<file path="src/sv/csrc_pkg.sv">
// types and constants of the capacity split route cost block
package csrc_pkg;

   localparam int NODE_W  = 8;
   localparam int VALUE_W = 16;
   localparam int SUM_W   = 25;
   localparam int FRAC_W  = 16;
   localparam int LOAD_W  = 17;
   localparam int CSR_ADDR_W = 3;
   localparam int CSR_DATA_W = 32;

   localparam logic [SUM_W-1:0] SUM_MAX = {SUM_W{1'b1}};

   localparam logic [1:0] MODE_DEMAND = 2'd0;
   localparam logic [1:0] MODE_DIST   = 2'd1;
   localparam logic [1:0] MODE_TOUR   = 2'd2;

   localparam logic CSR_IDX_CAPACITY = 1'b0;

   typedef struct packed {
      logic [1:0]         mode;
      logic [NODE_W-1:0]  node_from;
      logic [NODE_W-1:0]  node_to;
      logic [VALUE_W-1:0] write_value;
      logic               tour_last;
   } req_payload_type;

   typedef struct packed {
      logic [SUM_W-1:0]  total_distance;
      logic [SUM_W-1:0]  return_distance;
      logic [FRAC_W-1:0] return_fraction;
      logic              overload;
   } rsp_payload_type;

   typedef struct packed {
      logic dem_wr;
      logic dist_wr;
      logic tour_start;
      logic decide;
      logic leg;
      logic ret;
      logic div_step;
      logic out_load;
   } cmd_type;

   typedef struct packed {
      logic last;
      logic div_last;
      logic out_free;
   } status_type;

endpackage

</file>
<file path="src/sv/csrc_ctrl.sv">
// sequencer for table writes, tour steps, divide and result hand-off
module csrc_ctrl (
   input  logic                   clock,
   input  logic                   reset,
   input  logic                   req_valid,
   input  logic [1:0]             req_mode,
   output logic                   req_ready,
   input  csrc_pkg::status_type   st,
   output csrc_pkg::cmd_type      cmd
);

   typedef enum logic [5:0] {
      ST_IDLE   = 6'b000001,
      ST_DECIDE = 6'b000010,
      ST_LEG    = 6'b000100,
      ST_RET    = 6'b001000,
      ST_DIV    = 6'b010000,
      ST_DONE   = 6'b100000
   } state_type;

   state_type state_ff, state_in;

   always_comb begin
      cmd       = '0;
      state_in  = state_ff;
      req_ready = 1'b0;
      unique case (state_ff)
         ST_IDLE: begin
            req_ready = 1'b1;
            if (req_valid) begin
               unique case (req_mode)
                  csrc_pkg::MODE_DEMAND: cmd.dem_wr = 1'b1;
                  csrc_pkg::MODE_DIST:   cmd.dist_wr = 1'b1;
                  csrc_pkg::MODE_TOUR: begin
                     cmd.tour_start = 1'b1;
                     state_in       = ST_DECIDE;
                  end
                  default: ;
               endcase
            end
         end
         ST_DECIDE: begin
            cmd.decide = 1'b1;
            state_in   = ST_LEG;
         end
         ST_LEG: begin
            cmd.leg  = 1'b1;
            state_in = st.last ? ST_RET : ST_IDLE;
         end
         ST_RET: begin
            cmd.ret  = 1'b1;
            state_in = ST_DIV;
         end
         ST_DIV: begin
            cmd.div_step = 1'b1;
            if (st.div_last) begin
               state_in = ST_DONE;
            end
         end
         ST_DONE: begin
            if (st.out_free) begin
               cmd.out_load = 1'b1;
               state_in     = ST_IDLE;
            end
         end
         default: state_in = ST_IDLE;
      endcase
   end

   always_ff @(posedge clock) begin
      if (reset) begin
         state_ff <= ST_IDLE;
      end else begin
         state_ff <= state_in;
      end
   end

endmodule

</file>
<file path="config.mk">
export PLATFORM = sky130hd
export DESIGN_NAME = csrc_ctrl
export DESIGN_NICKNAME = d
export VERILOG_FILES = /design/src/sv/csrc_pkg.sv /design/src/sv/csrc_ctrl.sv
export SDC_FILE = /design/constraint.sdc
export NUM_CORES = 1
export LEC_CHECK = 0
export ABC_AREA = 1
export BUFFER_PORTS_ARGS = -buffer_cell sky130_fd_sc_hd__buf_2
export CORE_MARGIN = 2
export CORE_UTILIZATION = 25
export DETAILED_ROUTE_END_ITERATION = 12
export PLACE_DENSITY = 0.49
export SYNTH_ARGS = -nofsm -noshare
export SYNTH_HDL_FRONTEND = slang
export SYNTH_SLANG_ARGS = --single-unit
</file>
<file path="constraint.sdc">
create_clock -name clock -period 1.1 [get_ports clock]
set_input_delay 0.275 -clock clock [delete_from_list [all_inputs] [get_ports clock]]
set_output_delay 0.275 -clock clock [all_outputs]
set_load 0.01 [all_outputs]
</file>
==> After elaboration in Yosys (flattened, before gate mapping) <==
Index checks and enable logic that the tools add are counted.
{ "word_totals": {"out_inout_bits": 9, "regBits": 6} }
{ "classes": {"reduce_logical": 2, "muxes": 18, "eq_ne": 12} }
{ "ops": {"columns": ["op", "n"], "rows": [
  ["$pmux 6 s6", 1],
  ["$mux 6", 4],
  ["$mux 1", 10],
  ["$eq 6x1->1 const B", 1],
  ["$eq 6x2->1 const B", 1],
  ["$eq 6x3->1 const B", 1],
  ["$eq 6x4->1 const B", 1],
  ["$eq 6x5->1 const B", 1],
  ["$eq 6x6->1 const B", 1],
  ["$mux 3", 2],
  ["$ne 2x2->1 const B", 3],
  ["$mux 4", 1],
  ["$reduce_and 4->1", 1],
  ["$eq 2x1->1 const B", 1],
  ["$eq 2x2->1 const B", 1],
  ["$logic_not 2->1", 1],
  ["$ne 2x1->1 const B", 1]
]} }

==> Logic depth before layout (Yosys ltp) <==
{ "depth": {"word_depth": 4, "mapped_depth": 8} }

==> Worst setup path before layout <==
Ideal clock, no wire load.
{ "synth_path": {"path_type": "reg-to-output", "from": "reg state_ff[0]", "to": "out cmd[6] (netlist name)", "path_stages_with_launch": 5, "setup_slack_ns": -0.213, "arrival_ns": 1.038, "path_cell_list": "dfxtp_1 > nand2_1 > nor2_2 > nand2_1 > nor4_1"} }
{ "synth_rtl": {"columns": ["element", "line_no", "rtl"], "rows": [
  ["start: declaration", "csrc_ctrl.sv:21", "state_type state_ff, state_in;"],
  ["start signal: assignment", "csrc_ctrl.sv:74", "state_ff <= state_in;"],
  ["end: declaration", "csrc_ctrl.sv:9", "output csrc_pkg::cmd_type cmd"]
]} }

==> impl_metrics.tcl <==
set metrics [dict create \
    status "finished with violations" \
    violations "negative setup slack" \
    slowest_stage "dfxtp_2" \
    syn-num-nets 72 \
    hold_depth 2 \
    worstPathMaxFanout 3 \
    drt_wl_total_um 1090 \
    top_register "state_ff" \
    die_h_um 43.8 \
    ant_nets 0 \
    hold_class "input pin to flop" \
    power_density_mw_per_mm2 793 \
    path_class "flop to output port" \
    synth_top_family_by_area "simple AND/OR/NAND/NOR gates" \
    die_x_um 43.8 \
    clkPwrFrac_pct 35.6 \
    root_buffer "clkbuf_4" \
    synth_fa_ha_area_share_pct 0 \
    hold_start "reset" \
    port_buffers 16 \
    rows 14 \
    grt_pass1_vias 460 \
    antenna_cells 0 \
    max_freq_mhz 672 \
    antenna_found_initial 0 \
    whs_endpoint "state_ff[4]" \
    wl_per_cell_um 9.95 \
    cts.clk_slew.worst_paths_ns 0.05 \
    fp.coreArea_mm2 0.00149 \
    ys_seq_elements 6 \
    layout_min_cycle_time_ns 1.49 \
    reg2reg_to "state_ff[5]" \
    seqPwrFrac_pct 39.9 \
    synth_xor_area_share_pct 0 \
    setup_slack_ns -0.389 \
    fin_worst_skew_ns 0.000342 \
    start_util_pct 26.6 \
    top_regs "state_ff x6" \
    clockBufferDepth 2 \
    synth_compound_area_share_pct 5.36 \
    grt.total_usage_pct 13.1 \
    rr_startpoint "state_ff[4]" \
    maxCapViolCount 0 \
    p_leak_nw 0.366 \
    hold_viol_final 0 \
    cts_buffers 3 \
    largest_reg_flops 6 \
    grt_pass1_wl_um 1840 \
    grt_overflow_total 0 \
    cts_tree "yes" \
    drc_errors 0 \
    fin_crit_sh_pct 135 \
    synth-simple-area-share_pct 49.2 \
    finalSetupViolations 11 \
    fin_area_um2 718 \
    drtPass1Iterations 4 \
    reg2reg_depth 9 \
    crit_start "state_ff[2]" \
    synthCells 64 \
    insertion_delay_ns 0.24 \
    nets 104 \
    gp_congestion 0.771 \
    clock_sinks 6 \
    ys.warnings.count 0 \
    ys_types 16 \
    grt_max_degree 7 \
    p_int_mw 0.406 \
    first_iter_violations 12 \
    cp.buffers_inverters 3 \
    peakVddDrop_uv 416 \
    syn_area_um2 397 \
    maxSlewViolCount 0 \
    worstPathArrival_ns 1.21 \
    critPathCaptureType "output port" \
    maxSlewHeadroom_pct 88.0 \
    viasPerCell 4.48 \
    power_frac_comb_pct 24.5 \
    worst_pin_slew_ns 0.179 \
    dpl.cell_count 104 \
    place_ws_ns -0.215 \
    cts_max_level 1 \
    path_cells "inv_2, nand2_2, nor2_4, nand2_4, buf_6, nor2_4, buf_6" \
    start_kind "flop" \
    timing.setup.tns_ns -3.38 \
    die_area_mm2 0.00192 \
    muxShareOfSynthArea_pct 0 \
    dpl_cell_area_um2 609 \
    cp_top_family "flip-flops" \
    swShare_pct 28.7 \
    p_sw_mw 0.164 \
    ios 17 \
    num_vias 493 \
    rsz0062_at_grt "yes" \
    fillCellCount 151 \
    area_delta_synth_final_pct 81.1 \
    critPathMaxStageDelay_ns 0.34 \
    syn_avg_cell_area_um2 6.20 \
    r2r_setup_slack_ns -0.14 \
    worst_ep_required_time_ns 0.82 \
    seq_area_frac_synth_pct 30.3 \
    drive_above_1_share_pct 60.6 \
    finalNonFillerCells 110 \
    dp_hpwl_um 853 \
]
-- synthesized netlist by cell type --
cell	n	area, um^2
nand2_1	8	30.0
nor2_4	1	11.3
nor3_1	2	10.0
nor3_2	2	20.0
nand3_1	6	30.0
dfxtp_1	6	120
a21oi_1	2	10.0
a31oi_1	1	6.26
nor2_2	3	18.8
inv_1	14	52.6
and3_1	1	6.26
nor4_1	3	18.8
inv_2	2	7.51
o21ai_1	1	5.00
nor2_1	10	37.5
nand4_1	2	12.5
-- area by class of cell --
cell class	instances	area [um^2]	area share (%)
Inverter	16	62.6	8.71
Clock buffer	3	22.5	3.14
Timing Repair Buffer	27	173	24.0
Multi-Input combinational cell	42	308	42.9
Sequential cell	6	133	18.5
Tap cell	16	20.0	2.79
-- cells by family after synthesis --
family / count (synthesis)
simple gates: 38
buf+inv: 16
compound gates: 4
flops: 6
-- power groups by stage --
stage | clock network (mW) | registers [mW] | logic [mW]
after floorplan | 0 | 0.232 | 0.0746
after global placement | 0 | 0.232 | 0.120
after detailed placement | 0 | 0.232 | 0.120
after CTS | 0.215 | 0.228 | 0.133
after global routing | 0.232 | 0.228 | 0.156
final | 0.203 | 0.227 | 0.139
-- layout by cell type, fill, tap and decap left out, types with 3 or more instances in the layout --
cell type / n
nor2_1: 7
nand3_1: 6
dfxtp_2: 4
buf_4: 10
inv_1: 11
clkbuf_4: 3
nor2_4: 5
buf_2: 15
nand2_1: 5
inv_2: 4
-- per-layer routing --
layer  routed length [um]  track usage (%)  vias up
li1                     -                -      264
met1                  483             15.3      216
met2                  546             20.6       11
met3                   38             2.50        2
met4                   25             10.9        0
met5                    0                0        -
-- worst max path at each step --
stage                   to  slack [ns]  cells past startpoint
CTS                 cmd[7]       -0.44                      6
detailed placement  cmd[6]       -0.21                      6
floorplan           cmd[6]       -0.06                      5
finish              cmd[5]       -0.39                      7
global placement    cmd[6]       -0.18                      6
global route        cmd[5]       -0.46                      7
-- what timing repair did --
item                                    CTS  global route
gates cloned                              0             0
pin swaps                                 2             4
hold buffers                              0             0
endpoints found under the setup margin   12            14
buffers inserted                          2             1
resized for setup                        12            11
-- through the flow --
step / utilization [%] / power (mW) / hold WS [ns]
global placement: 40.9 / 0.352 / 0.540
CTS: 45.4 / 0.576 / 0.268
global route: 48.2 / 0.616 / 0.282
floorplan: - / 0.306 / 0.344
finish: 48.2 / 0.570 / 0.272
detailed placement: 40.9 / 0.352 / 0.535
(Power assumes the default switching activity.)
